<file path="src/rtl/core/iirs_pkg.sv">
// shared constants, codes, types and the back sequencer states of the integral image block
package iirs_pkg;

    localparam int DEF_MAX_WIDTH  = 64;
    localparam int DEF_MAX_HEIGHT = 64;

    localparam int DIM_W      = 7;
    localparam int PIX_W      = 8;
    localparam int COORD_W    = 8;
    localparam int ENTRY_W    = 20;
    localparam int VALUE_W    = 21;
    localparam int CFG_DATA_W = 32;
    localparam int CFG_ADDR_W = 3;

    localparam int QUEUE_DEPTH = 2;

    typedef logic [DIM_W-1:0] dim_t;

    localparam dim_t DIM_RESET = 7'd64;

    localparam logic CMD_LOAD  = 1'b0;
    localparam logic CMD_QUERY = 1'b1;

    typedef enum logic
    {
        REG_WIDTH  = 1'b0,
        REG_HEIGHT = 1'b1
    } reg_index_t;

    // effective image size and a pulse that restarts the load position
    typedef struct packed
    {
        dim_t width;
        dim_t height;
        logic restart;
    } cfg_t;

    // one classified job; coordinates are already in range
    // load: pair 1 is the previous column (x-1,y),(x-1,y-1), c2/r2 the write position
    // query: pair 1 is (x2,y2),(x1-1,y1-1), pair 2 is (x1-1,y2),(x2,y1-1)
    typedef struct packed
    {
        logic               is_query;
        logic [PIX_W-1:0]   pixel;
        logic               frame_done;
        dim_t               c0;
        dim_t               r0;
        dim_t               c1;
        dim_t               r1;
        dim_t               c2;
        dim_t               r2;
        dim_t               c3;
        dim_t               r3;
    } job_t;

    typedef struct packed
    {
        logic full;
        logic empty;
    } queue_status_t;

    typedef enum logic [1:0]
    {
        BK_IDLE  = 2'd0,
        BK_PAIR2 = 2'd1,
        BK_CALC  = 2'd2
    } back_state_t;

endpackage

</file>
<file path="src/rtl/core/iirs_queue.sv">
// short job queue between the front and back ends
module iirs_queue
(
    input  logic                    clk,
    input  logic                    rst_n,
    input  logic                    push,
    input  iirs_pkg::job_t          din,
    input  logic                    pop,
    output iirs_pkg::job_t          dout,
    output iirs_pkg::queue_status_t status
);

    localparam int DEPTH = iirs_pkg::QUEUE_DEPTH;
    localparam int PTR_W = (DEPTH > 1) ? $clog2(DEPTH) : 1;
    localparam int CNT_W = $clog2(DEPTH + 1);

    iirs_pkg::job_t   entries [DEPTH];
    logic [PTR_W-1:0] wr_ptr_reg;
    logic [PTR_W-1:0] wr_ptr_next;
    logic [PTR_W-1:0] rd_ptr_reg;
    logic [PTR_W-1:0] rd_ptr_next;
    logic [CNT_W-1:0] count_reg;
    logic [CNT_W-1:0] count_next;

    function automatic logic [PTR_W-1:0] ptr_inc(input logic [PTR_W-1:0] p);
        return (p == PTR_W'(DEPTH - 1)) ? '0 : p + PTR_W'(1);
    endfunction

    assign dout         = entries[rd_ptr_reg];
    assign status.full  = count_reg == CNT_W'(DEPTH);
    assign status.empty = count_reg == '0;

    always_comb
    begin
        wr_ptr_next = push ? ptr_inc(wr_ptr_reg) : wr_ptr_reg;
        rd_ptr_next = pop ? ptr_inc(rd_ptr_reg) : rd_ptr_reg;
        count_next  = count_reg;
        unique case ({push, pop})
            2'b10:   count_next = count_reg + CNT_W'(1);
            2'b01:   count_next = count_reg - CNT_W'(1);
            default: count_next = count_reg;
        endcase
    end

    always_ff @(posedge clk or negedge rst_n)
    begin
        if (!rst_n)
        begin
            wr_ptr_reg <= '0;
            rd_ptr_reg <= '0;
            count_reg  <= '0;
        end
        else
        begin
            wr_ptr_reg <= wr_ptr_next;
            rd_ptr_reg <= rd_ptr_next;
            count_reg  <= count_next;
        end
    end

    always_ff @(posedge clk)
    begin
        if (push)
        begin
            entries[wr_ptr_reg] <= din;
        end
    end

endmodule

</file>
<file path="config.mk">
export PLATFORM = sky130hd
export DESIGN_NAME = iirs_queue
export DESIGN_NICKNAME = d
export VERILOG_FILES = /design/src/rtl/core/iirs_pkg.sv /design/src/rtl/core/iirs_queue.sv
export SDC_FILE = /design/constraint.sdc
export NUM_CORES = 1
export LEC_CHECK = 0
export BUFFER_PORTS_ARGS = -buffer_cell sky130_fd_sc_hd__buf_2
export CORE_AREA = 8 8 116 118
export CTS_CLUSTER_DIAMETER = 50
export DETAILED_ROUTE_END_ITERATION = 10
export DIE_AREA = 0 0 124 126
export GPL_TIMING_DRIVEN = 0
export PLACE_DENSITY = 0.71
export SYNTH_ARGS = -nofsm -noshare
export SYNTH_HDL_FRONTEND = slang
export SYNTH_SLANG_ARGS = --single-unit
</file>
<file path="constraint.sdc">
create_clock -name clk -period 6.4 [get_ports clk]
set_input_delay 0 -clock clk [delete_from_list [all_inputs] [get_ports clk]]
set_output_delay 0 -clock clk [all_outputs]
set_load 0.01 [all_outputs]
</file>
# After elaboration in Yosys (flattened, before gate mapping)

Memories as Yosys holds them, arrays and structs flattened.
Cells that the tools add are included.
W data, S select, Z words.

Memories kept: 1
Memory bits (writable): 132
Bits of input ports: 70
Word-level logic and storage cells: 18
Output and inout bits: 68
Register bits after elaboration: 4

Reduce and logical (&&, ||, !) cells: 2
$add $sub $neg: 4
Eq/ne operators: 3
Muxes and demuxes: 5

Memories:

| memory  | depth | width | rd ports | clocked after Yosys merged registers in | write ports | line             | source |
|---|---|---|---|---|---|---|---|
| entries | 2     | 66    | 1        | 0                                       | 1           | iirs_queue.sv:17 | `iirs_pkg::job_t entries [DEPTH];` |

Operator list:

| kind                  | number |
|---|---|
| $eq A2 B2 Y1 const B  | 2 |
| $mux W1               | 4 |
| $pmux W2 S2           | 1 |
| $add A1 B1 Y1 const B | 2 |
| $add A2 B1 Y2 const B | 1 |
| $eq A2 B1 Y1 const B  | 1 |
| $logic_not A2 Y1      | 1 |
| $reduce_bool A2 Y1    | 1 |
| $sub A2 B1 Y2 const B | 1 |

# Logic depth before layout (Yosys ltp)

Depth after elaboration: 2
Gate-level depth with buffers: 5
Depth with buffers taken out: 5

# Worst setup path before layout

Ideal clock, no wire load.

Path type: flip-flop to flip-flop
Start: register wr_ptr_reg
End: memory entries[0][0] (netlist name) (enable)
Path slack: 2.744 ns
Path buffers: 0
Period minus slack after synthesis: 3.656 ns
Cell stages (with the launch flop): 2
Library setup time: 0.492 ns
Required time: 5.908 ns
Data arrival time: 3.164 ns
Cells stage by stage: dfrtp_1 > nor2_1

RTL lines:

| element                | line             | source |
|---|---|---|
| from (decl)            | iirs_queue.sv:18 | `logic [PTR_W-1:0] wr_ptr_reg;` |
| from (signal assigned) | iirs_queue.sv:55 | `wr_ptr_reg <= wr_ptr_next;` |
| to (decl)              | iirs_queue.sv:17 |  |

Straight into the memory's write port.

==> impl_metrics.json <==
{
  "power_density_nw_per_um2": 417,
  "maxCapViolations": 0,
  "synth_compound_area_share_pct": 0,
  "io_buffers": 137,
  "slowest_delay_ns": 0.39,
  "synth_mux_area_share_pct": 16.9,
  "place_congestion": 0.664,
  "holdPathStages": 2,
  "slowest_stage": "dfrtp_1",
  "largest_register_ffs": 132,
  "cp_top_family": "buffers and inverters",
  "worstPathBufferInverterCount": 3,
  "setup_tns_ns": 0,
  "clock_latency_ns": 0.40,
  "timing.rr.end": "entries[1][22]",
  "num_vias": 2823,
  "overflow": 0,
  "totalPowerFinal_uw": 3010,
  "crit_required_ns": 6.40,
  "seq_area_frac_synth_pct": 80.3,
  "syn_inst": 221,
  "io_pins": 138,
  "setup_slack_ns": 4.71,
  "cts_tree": "yes",
  "die_h_um": 126,
  "grt_setup_unrepaired": "false",
  "wl_um": 10200,
  "final_area_um2": 7220,
  "syn_nets": 292,
  "critPathLaunchType": "flip-flop",
  "holdPathEnd": "entries[1][2]",
  "cts_sinks": 136,
  "synth_edf_count": 132,
  "ys_top_cells_by_area": "edfxtp_1 (78%), mux2_4 (8.9%), mux2_2 (8.0%), dfrtp_1 (2.0%), buf_6 (0.67%)",
  "grt_pass1_vias": 3099,
  "ir_drop_mv": 0.221,
  "cp_max_fo": 10,
  "synthesis.area_um2": 5060,
  "drc": 0,
  "cts-root-buf": "clkbuf_16",
  "fin_crit_ns": 1.69,
  "min_from": "din[2]",
  "syn_avg_cell_area_um2": 22.9,
  "clock-skew-final_ns": 0.00589,
  "initialDrtViolationCount": 105,
  "yosysWarnings": 0,
  "timing.reg2reg.setup_slack_ns": 4.76,
  "die_area_um2": 15600,
  "synth_top_area_share_pct": 78.3,
  "drive_gt1_share_pct": 52.7,
  "synthAdderAreaFrac_pct": 0.247,
  "nNetsFinal": 520,
  "crit_arrival_ns": 1.69,
  "numCtsBuffers": 17,
  "initial_core_util_pct": 43.2,
  "synth_top_area_cell": "edfxtp_1",
  "synthXorXnorAreaFrac_pct": 0.865,
  "worstMarginPinSlew_ns": 0.932,
  "core_area_um2": 11700,
  "cts_resized": 0,
  "htreeDepth": 4,
  "outcome": "completed",
  "synthTopCellsByCount": "edfxtp_1 (132), mux2_2 (36), mux2_4 (30), dfrtp_1 (4)",
  "vias_per_cell": 4.64,
  "path_class": "flip-flop to output port",
  "n_antenna_cell": 0,
  "finalCritPeriodShare_pct": 26.4,
  "dp_cells": 507,
  "grt_usage_pct": 13.2,
  "yosys.area_share.simple_pct": 0.470,
  "rows": 40,
  "reg2reg_depth": 1,
  "min_path_type": "primary input to flip-flop",
  "pre_cts_ws_ns": 4.76,
  "leakage_uw": 0.00285,
  "path_cells": "buf_4 > buf_6 > mux2_4 > buf_2",
  "grt_pass1_wl_um": 15500,
  "setup_viol": 0,
  "async_reset_ff_share_pct": 2.94,
  "synth_top_family_by_area": "multiplexers",
  "relSlewSlack_pct": 37.9,
  "yosysMostFrequentCell": "edfxtp_1",
  "endpoint_kind": "output port",
  "first_pass_iters": 4,
  "fp.dieW_um": 124,
  "routedWlPerCell_um": 16.7,
  "crit-reg2reg-launch": "wr_ptr_reg",
  "clock_path_buffers": 2,
  "finalNonFillerCells": 608,
  "antenna_found_initial": 0,
  "ys.flop_type": "edfxtp_1",
  "clkSlewWorstSetupHoldPaths_ns": 0.06,
  "drv_slew": 0,
  "area_growth_pct": 42.6,
  "hold_viol": 0,
  "dp_hpwl_um": 6450,
  "multi_input_area_um2": 946,
  "ant_nets": 0,
  "synth-seq-cells": 136,
  "max_freq_mhz": 591,
  "grt_max_degree": 67,
  "synth.distinct_cells": 14,
  "place_area_um2": 5980,
  "seqCellArea_um2": 4060,
  "fill_cells": 896
}
metrics by stage:
step | util (%) | hold slack (ns)
6_report | 61.6 | 0.320
5_1_grt | 61.6 | 0.306
4_1_cts | 61.6 | 0.292
3_5_place_dp | 51.1 | -0.188
3_3_place_gp | 50.6 | -0.194
2_1_floorplan | - | -0.296
kinds of logic (layout without fill, tap and decap cells):
logic type / Yosys count / in the layout
XOR/XNOR: 5 / 5
adder cells (fa/ha/maj): 1 / 1
buffers and inverters: 8 / 248
flip-flops: 136 / 136
multiplexers: 66 / 66
AND/OR/NAND/NOR: 5 / 5
routing by layer:
metal / track usage (%) / part of all wire (%) / vias up
li1: - / - / 1327
met1: 14.2 / 39 / 1379
met2: 22.4 / 51 / 104
met3: 5.14 / 8.6 / 13
met4: 5.46 / 1.4 / 0
met5: 0 / 0 / -
repair_timing:
item	in CTS	in global routing
setup buffers	0	0
hold endpoints to repair	139	0
hold buffers	70	0
report_power, final:
part	internal, µW	total [µW]	switching [µW]
registers	1180	1230	49.1
logic	454	894	440
clock network	528	880	352
total	2170	3010	841
worst max-delay path by stage:
stage               depth (start not counted)        from              to
CTS                                         4  rd_ptr_reg        dout[19]
detailed placement                          1  wr_ptr_reg  entries[1][14]
global placement                            1  wr_ptr_reg  entries[0][26]
floorplan                                   1  wr_ptr_reg   entries[0][0]
finish                                      4  rd_ptr_reg        dout[19]
global route                                4  rd_ptr_reg        dout[36]
layout by cell type (no fill, tap or decap), types with 2 or more instances in the layout:
cell type      synthesis  layout
clkinv_2               0       4
dfrtp_1                4       4
clkbuf_16              0      17
mux2_4                30      30
clkinvlp_4             0       6
nor2_1                 3       2
edfxtp_1             132     132
buf_6                  3       3
mux2_2                36      36
buf_2                  3     140
xnor2_1                2       2
xor2_1                 3       3
buf_12                 0       2
dlygate4sd3_1          0      70
layout make-up:
| type | instances | area share, % |
|---|---|---|
| inverter | 1 | 0.0520 |
| timing repair buffer | 209 | 19.8 |
| sequential | 136 | 56.3 |
| multi-input combinational | 77 | 13.1 |
| tap | 147 | 2.55 |
| clock buffer | 18 | 5.95 |
| clock inverter | 13 | 1.49 |
| buffer | 7 | 0.780 |
Power figures use the tool's default switching activity.
