--- src/rtl/core/iirs_pkg.sv ---
// shared constants, codes, types and the back sequencer states of the integral image block
package iirs_pkg;

    localparam int DEF_MAX_WIDTH  = 64;
    localparam int DEF_MAX_HEIGHT = 64;

    localparam int DIM_W      = 7;
    localparam int PIX_W      = 8;
    localparam int COORD_W    = 8;
    localparam int ENTRY_W    = 20;
    localparam int VALUE_W    = 21;
    localparam int CFG_DATA_W = 32;
    localparam int CFG_ADDR_W = 3;

    localparam int QUEUE_DEPTH = 2;

    typedef logic [DIM_W-1:0] dim_t;

    localparam dim_t DIM_RESET = 7'd64;

    localparam logic CMD_LOAD  = 1'b0;
    localparam logic CMD_QUERY = 1'b1;

    typedef enum logic
    {
        REG_WIDTH  = 1'b0,
        REG_HEIGHT = 1'b1
    } reg_index_t;

    // effective image size and a pulse that restarts the load position
    typedef struct packed
    {
        dim_t width;
        dim_t height;
        logic restart;
    } cfg_t;

    // one classified job; coordinates are already in range
    // load: pair 1 is the previous column (x-1,y),(x-1,y-1), c2/r2 the write position
    // query: pair 1 is (x2,y2),(x1-1,y1-1), pair 2 is (x1-1,y2),(x2,y1-1)
    typedef struct packed
    {
        logic               is_query;
        logic [PIX_W-1:0]   pixel;
        logic               frame_done;
        dim_t               c0;
        dim_t               r0;
        dim_t               c1;
        dim_t               r1;
        dim_t               c2;
        dim_t               r2;
        dim_t               c3;
        dim_t               r3;
    } job_t;

    typedef struct packed
    {
        logic full;
        logic empty;
    } queue_status_t;

    typedef enum logic [1:0]
    {
        BK_IDLE  = 2'd0,
        BK_PAIR2 = 2'd1,
        BK_CALC  = 2'd2
    } back_state_t;

endpackage

--- src/rtl/core/iirs_if.sv ---
// valid/ready channel interfaces for command items and result items
interface iirs_in_if;
    logic                                valid;
    logic                                ready;
    logic                                command;
    logic [iirs_pkg::PIX_W-1:0]          pixel;
    logic signed [iirs_pkg::COORD_W-1:0] left_col;
    logic signed [iirs_pkg::COORD_W-1:0] top_row;
    logic signed [iirs_pkg::COORD_W-1:0] right_col;
    logic signed [iirs_pkg::COORD_W-1:0] bottom_row;

    modport source
    (
        output valid, command, pixel, left_col, top_row, right_col, bottom_row,
        input  ready
    );

    modport sink
    (
        input  valid, command, pixel, left_col, top_row, right_col, bottom_row,
        output ready
    );
endinterface


--- src/rtl/core/iirs_front.sv ---
// front end: accepts items, tracks the load position, clamps query corners, builds jobs
module iirs_front
(
    input  logic            clk,
    input  logic            rst_n,
    iirs_in_if.sink         req,
    input  iirs_pkg::cfg_t  cfg,
    input  logic            q_full,
    output logic            push,
    output iirs_pkg::job_t  job,
    output logic            at_origin
);

    localparam int DW = iirs_pkg::DIM_W;

    iirs_pkg::dim_t col_reg;
    iirs_pkg::dim_t col_next;
    iirs_pkg::dim_t row_reg;
    iirs_pkg::dim_t row_next;

    logic           accept;
    logic           wrapped;
    iirs_pkg::dim_t x;
    iirs_pkg::dim_t y;
    iirs_pkg::dim_t row_inc;
    iirs_pkg::dim_t col_inc;
    logic           row_end;
    logic           col_end;
    iirs_pkg::dim_t qx1;
    iirs_pkg::dim_t qy1;
    iirs_pkg::dim_t qx2;
    iirs_pkg::dim_t qy2;

    function automatic iirs_pkg::dim_t clamp_coord
    (
        input logic signed [iirs_pkg::COORD_W-1:0] v,
        input iirs_pkg::dim_t                      dim
    );
        iirs_pkg::dim_t c;
        if (v <= 0)
        begin
            c = DW'(1);
        end
        else
        begin
            c = v[DW-1:0];
        end
        if (c >= dim)
        begin
            c = dim - DW'(1);
        end
        return c;
    endfunction

    assign req.ready = !q_full;
    assign accept    = req.valid && req.ready;
    assign push      = accept;
    assign at_origin = (col_reg == '0) && (row_reg == '0);

    // position and its successor
    always_comb
    begin
        wrapped = (col_reg >= cfg.width) || (row_reg >= cfg.height);
        x       = wrapped ? '0 : col_reg;
        y       = wrapped ? '0 : row_reg;
        row_inc = y + DW'(1);
        col_inc = x + DW'(1);
        row_end = row_inc >= cfg.height;
        col_end = col_inc >= cfg.width;
    end

    always_comb
    begin
        col_next = col_reg;
        row_next = row_reg;
        priority if (cfg.restart)
        begin
            col_next = '0;
            row_next = '0;
        end
        else if (accept && (req.command == iirs_pkg::CMD_LOAD))
        begin
            row_next = row_end ? '0 : row_inc;
            col_next = row_end ? (col_end ? '0 : col_inc) : x;
        end
    end

    always_comb
    begin
        qx1 = clamp_coord(req.left_col, cfg.width);
        qy1 = clamp_coord(req.top_row, cfg.height);
        qx2 = clamp_coord(req.right_col, cfg.width);
        qy2 = clamp_coord(req.bottom_row, cfg.height);
    end

    always_comb
    begin
        job.pixel = req.pixel;
        unique case (req.command)
            iirs_pkg::CMD_QUERY:
            begin
                job.is_query   = 1'b1;
                job.frame_done = 1'b0;
                job.c0         = qx2;
                job.r0         = qy2;
                job.c1         = qx1 - DW'(1);
                job.r1         = qy1 - DW'(1);
                job.c2         = qx1 - DW'(1);
                job.r2         = qy2;
                job.c3         = qx2;
                job.r3         = qy1 - DW'(1);
            end
            iirs_pkg::CMD_LOAD:
            begin
                // x-1 or y-1 below zero wraps and is masked in the back end
                job.is_query   = 1'b0;
                job.frame_done = row_end && col_end;
                job.c0         = x - DW'(1);
                job.r0         = y;
                job.c1         = x - DW'(1);
                job.r1         = y - DW'(1);
                job.c2         = x;
                job.r2         = y;
                job.c3         = x;
                job.r3         = y;
            end
        endcase
    end

    always_ff @(posedge clk or negedge rst_n)
    begin
        if (!rst_n)
        begin
            col_reg <= '0;
            row_reg <= '0;
        end
        else
        begin
            col_reg <= col_next;
            row_reg <= row_next;
        end
    end

endmodule

--- src/flat_wrapper.sv ---
// flat-port wrapper written by rule: the top's interface ports become plain ports
module iirs_front_flat 
  (clk, rst_n, cfg, q_full, push, job, at_origin, req_valid, req_command, req_pixel, req_left_col, req_top_row, req_right_col, req_bottom_row, req_ready);
  iirs_in_if req_i ();
  input  logic clk;
  input  logic rst_n;
  input  iirs_pkg::cfg_t cfg;
  input  logic q_full;
  output logic push;
  output iirs_pkg::job_t job;
  output logic at_origin;
  input wire logic [$bits(req_i.valid)-1:0] req_valid;
  input wire logic [$bits(req_i.command)-1:0] req_command;
  input wire logic [$bits(req_i.pixel)-1:0] req_pixel;
  input wire logic [$bits(req_i.left_col)-1:0] req_left_col;
  input wire logic [$bits(req_i.top_row)-1:0] req_top_row;
  input wire logic [$bits(req_i.right_col)-1:0] req_right_col;
  input wire logic [$bits(req_i.bottom_row)-1:0] req_bottom_row;
  output wire logic [$bits(req_i.ready)-1:0] req_ready;
  assign req_i.valid = req_valid;
  assign req_i.command = req_command;
  assign req_i.pixel = req_pixel;
  assign req_i.left_col = req_left_col;
  assign req_i.top_row = req_top_row;
  assign req_i.right_col = req_right_col;
  assign req_i.bottom_row = req_bottom_row;
  assign req_ready = req_i.ready;
  iirs_front u_core (.clk(clk), .rst_n(rst_n), .req(req_i), .cfg(cfg), .q_full(q_full), .push(push), .job(job), .at_origin(at_origin));
endmodule
--- config.mk ---
export PLATFORM = sky130hd
export DESIGN_NAME = iirs_front_flat
export DESIGN_NICKNAME = d
export VERILOG_FILES = /design/src/rtl/core/iirs_pkg.sv /design/src/rtl/core/iirs_if.sv /design/src/rtl/core/iirs_front.sv /design/src/flat_wrapper.sv
export SDC_FILE = /design/constraint.sdc
export NUM_CORES = 1
export LEC_CHECK = 0
export BUFFER_PORTS_ARGS = -buffer_cell sky130_fd_sc_hd__buf_2
export CAP_MARGIN = 30
export CORE_MARGIN = 3
export CORE_UTILIZATION = 52
export DETAILED_ROUTE_END_ITERATION = 12
export GPL_TIMING_DRIVEN = 0
export PLACE_DENSITY = 0.8
export SLEW_MARGIN = 10
export SYNTH_ARGS = -nofsm -noshare
export SYNTH_HDL_FRONTEND = slang
export SYNTH_SLANG_ARGS = --single-unit
--- constraint.sdc ---
create_clock -name clk -period 6.6 [get_ports clk]
set_input_delay 1.32 -clock clk [delete_from_list [all_inputs] [get_ports clk]]
set_output_delay 1.32 -clock clk [all_outputs]
set_load 0.1 [all_outputs]
## Word-level counts from Yosys, hierarchy flattened

Cells that the tools add are included.
W data, S select, Z words.

| word-level totals | value |
|---|---|
| bits in registers | 14 |
| input bits | 60 |
| logic and storage cells | 51 |

| operators by class | value |
|---|---|
| add/subtract/negate cells | 8 |
| magnitude comparators | 12 |
| mux-type cells | 19 |
| bitwise gates (word level) | 1 |
| reductions and logical operators | 9 |

Operator list:

| operator | number |
|---|---|
| $mux W7 | 17 |
| $pmux W57 S2 | 1 |
| $ge A7 B7 Y1 | 8 |
| $sub A7 B1 Y7 const B | 6 |
| $le A8 B1 Y1 const B | 4 |
| $add A7 B1 Y7 const B | 2 |
| $logic_not A7 Y1 | 2 |
| $logic_and A1 B1 Y1 | 4 |
| $pmux W1 S2 | 1 |
| $reduce_bool A2 Y1 | 1 |
| $logic_not A1 Y1 | 1 |
| $logic_or A1 B1 Y1 | 1 |
| $not A1 Y1 | 1 |

## Longest topological paths before layout

| depth | value |
|---|---|
| depth in word-level cells | 9 |
| depth in mapped cells | 24 |

## Least setup slack after synthesis

No wires, ideal clock.

| timing | value |
|---|---|
| kind | input port to output port |
| from | in req_left_col[2] |
| to | out job[27] in the netlist's numbering |
| arrival | 7.216 ns |
| data required time | 5.280 ns |
| setup slack | -1.936 ns |
| stages on the path | 13 |
| path buffers | 0 |
| cells stage by stage | nor4_1 -> a311oi_1 -> ha_1 -> nor2b_1 -> o21ai_0 -> a31oi_1 -> nand2_1 -> mux2i_1 -> inv_1 -> ha_1 -> nand2_1 -> a22oi_1 -> o311ai_0 |

RTL lines:

| item | RTL line | text |
|---|---|---|
| from (decl) | flat_wrapper.sv:15 | `input wire logic [$bits(req_i.left_col)-1:0] req_left_col;` |
| to (decl) | flat_wrapper.sv:10 | `output iirs_pkg::job_t job;` |

==> impl_metrics.tcl <==
set metrics [dict create \
    status "completed" \
    wl_um 16600 \
    start_util_pct 53.7 \
    vias 5721 \
    cts_tree "yes" \
    syn_to_final_growth_pct 29.9 \
    start_kind "primary input" \
    crit_fanout 10 \
    die_h_um 98.4 \
    holdWs_ns 0.641 \
    setup_viol 0 \
    grt_max_degree 15 \
    gr-usage-all-layers_pct 31.7 \
    coreArea_um2 8260 \
    critPathKind "primary input to output port" \
    place.gp.congestion 0.967 \
    wl_met2_um 7540 \
    leakage_nw 2.74 \
    final.min_clock_period_ns 6.48 \
    hp-class "flip-flop to flip-flop" \
    cts_root_buf "clkbuf_8" \
    worst_pin_slew_ns 0.737 \
    die_w_um 98.4 \
    synth_edf_count 0 \
    place_hpwl_um 12500 \
    max_stage_delay_ns 0.36 \
    cp.required_ns 5.28 \
    hold_buffers 0 \
    clk_pin_slew_ns 0.06 \
    timing.fmax_mhz 154 \
    ff2ff_setup_slack_ns 1.61 \
    first_iter_violations 545 \
    nets 895 \
    syn_area_um2 4440 \
    via_per_inst 6.54 \
    worstPathArrival_ns 5.16 \
    die-area_um2 9680 \
    synth_top_area_share_pct 18.0 \
    skew_ns 0.00166 \
    worst_setup_path_end_kind "output port" \
    crit_chain "buf_2 > clkinvlp_4 > ha_4 > a211oi_4 > o22ai_2 > nor3_4 > and3_1 > buf_6 > buf_8 > nand2_1 > inv_2 > ha_4 > and3_4 > nand3_4 > xor2_2 > nor2_1 > ha_1 > and3_4 > a311oi_4 > and2_4 > nor2_4 > buf_12" \
    synthTopCellsByCount "nand2_1, ha_1, inv_1, nor2_1" \
    clk_latency_ns 0.24 \
    power_density_nw_per_um2 134 \
    hold_violations 0 \
    ios 129 \
    synth_largest_area_cell "ha_1" \
    synth_fp_nets 751 \
    ir_drop_v 0.000143 \
    drcViolationCount 0 \
    yosysMostFrequentCell "nand2_1" \
    grt-ovfl-total 0 \
    htree_levels 1 \
    met3_wirelength_um 1970 \
    syn_area_per_cell_um2 7.08 \
    synthArstFlopShare_pct 100 \
    numCtsBuffers 3 \
    maxSlewHeadroom_pct 50.9 \
    placementRows 33 \
    synth_ff_type "dfrtp_1" \
    yosys-top-cells-area "ha_1, dfrtp_1, nand2_1" \
    io_buffers 117 \
    ys_seq_area_share_pct 7.89 \
    filler_cell_count 702 \
    crit_family "simple AND/OR/NAND/NOR gates" \
    drtAntennaViolNets 0 \
    wl_met1_um 6730 \
    critPathBufInv 6 \
    synth_cell_types 59 \
    clock_path_buffers 2 \
    synth_warnings 0 \
    fin_util_pct 69.8 \
    grt_antenna_before_repair 1 \
    grt_pass1_wl_um 25500 \
    dr.max_layer_used "met4" \
    fin_crit_sh_pct 98.2 \
    drive_above_1_share_pct 30.0 \
    grt_pass1_vias 5147 \
    ys_ff_latch 14 \
    cp_slowest_cell "a311oi_4" \
    numClockSinks 14 \
    wl_per_cell_um 19.0 \
    dr.pass1.iters 5 \
    postSynthCellCount 627 \
    drv_cap 0 \
    slew_violations 0 \
]
layer usage:
layer  vias up  GRT usage, %
met4         0          6.51
met2       384          50.9
li1       2608             -
met1      2686          43.5
met5         -             0
met3        43          7.79
cell usage in the layout (no fill, tap or decap), types with 4 or more instances in the layout:
cell,count
a211oi_1,5
a311oi_2,4
buf_4,42
o21ai_0,19
xnor2_1,19
a21oi_1,29
inv_1,27
clkbuf_8,5
nand4_1,9
nor2_1,31
dfrtp_1,14
o21a_1,8
or2_2,7
nand2_1,62
and3_1,7
or3_1,4
o22ai_1,4
nor3_1,26
nor2b_1,30
ha_4,4
nand3_1,20
nand2b_1,11
a22oi_1,4
a31oi_1,14
clkbuf_1,16
o211ai_1,19
buf_6,10
xor2_1,8
ha_1,59
nor4_1,5
o2111ai_1,5
clkinvlp_4,6
a21o_1,12
o21ai_1,12
or4_1,9
buf_2,110
mux2i_1,12
worst register-to-register path, delay by kind of cell (launching register included):
family	cells	cell delay, ns
adder cells (fa/ha/maj)	3	0.67
flip-flops	1	0.44
AO/OA/AOI/OAI	3	0.81
buffers and inverters	6	1.14
XOR/XNOR	1	0.19
AND/OR/NAND/NOR	10	1.65
report_power, final:
group          switching (mW)  total, mW  internal (mW)
Sequential           0.000767     0.0871         0.0863
Combinational           0.468      0.614          0.146
Clock                  0.0288     0.0692         0.0403
cell families (layout without fill, tap and decap cells):
logic type      after synthesis  in the layout  share of synthesized area [%]
simple gates                253            253                           29.7
other cells                   0              1                              0
fa+ha+maj                    64             64                           18.0
flops                        14             14                           7.89
compound gates              174            174                           26.3
buf+inv                      81            223                           9.53
xor+xnor                     28             28                           5.53
mux                          13             13                           2.96
cell type report:
type | count | area, um^2 | area share, %
Multi-Input combinational cell | 532 | 3970 | 68.8
Timing Repair Buffer | 140 | 808 | 14.0
Sequential cell | 14 | 350 | 6.08
Buffer | 45 | 313 | 5.43
Inverter | 35 | 154 | 2.67
Tap cell | 105 | 131 | 2.28
Clock buffer | 3 | 41.3 | 0.716
Antenna cell | 1 | 2.50 | 0.0434
through the flow:
step                      instances  setup WS [ns]  TNS [ns]  total power [mW]  area (um^2)
final                           875          0.117         0             0.771         5770
after global routing            875        -0.0253   -0.0802             0.800         5770
after CTS                       858         0.0138         0             0.740         5440
after global placement          849         -0.927     -4.65             0.650         5210
after floorplan                 627         -0.769     -1.71             0.547         4490
after detailed placement        849          -1.00     -6.70             0.659         5210
timing repair:
item,4_1_cts,5_1_grt
buffers inserted,7,16
endpoints found under the setup margin,13,9
resized for setup,38,45
gates cloned,0,0
pin swaps,6,11
final timing paths:
kind,startpoint,cells past startpoint,to
max,cfg[12],22,job[56]
min,u_core.row_reg[0],1,u_core.row_reg[0]
max reg2reg,u_core.row_reg[0],23,u_core.row_reg[4]
min reg2reg,u_core.row_reg[0],1,u_core.row_reg[0]
max in group asynchronous,rst_n,1,u_core.col_reg[4]
min in group asynchronous,rst_n,1,u_core.row_reg[2]
Power figures use the tool's default switching activity.
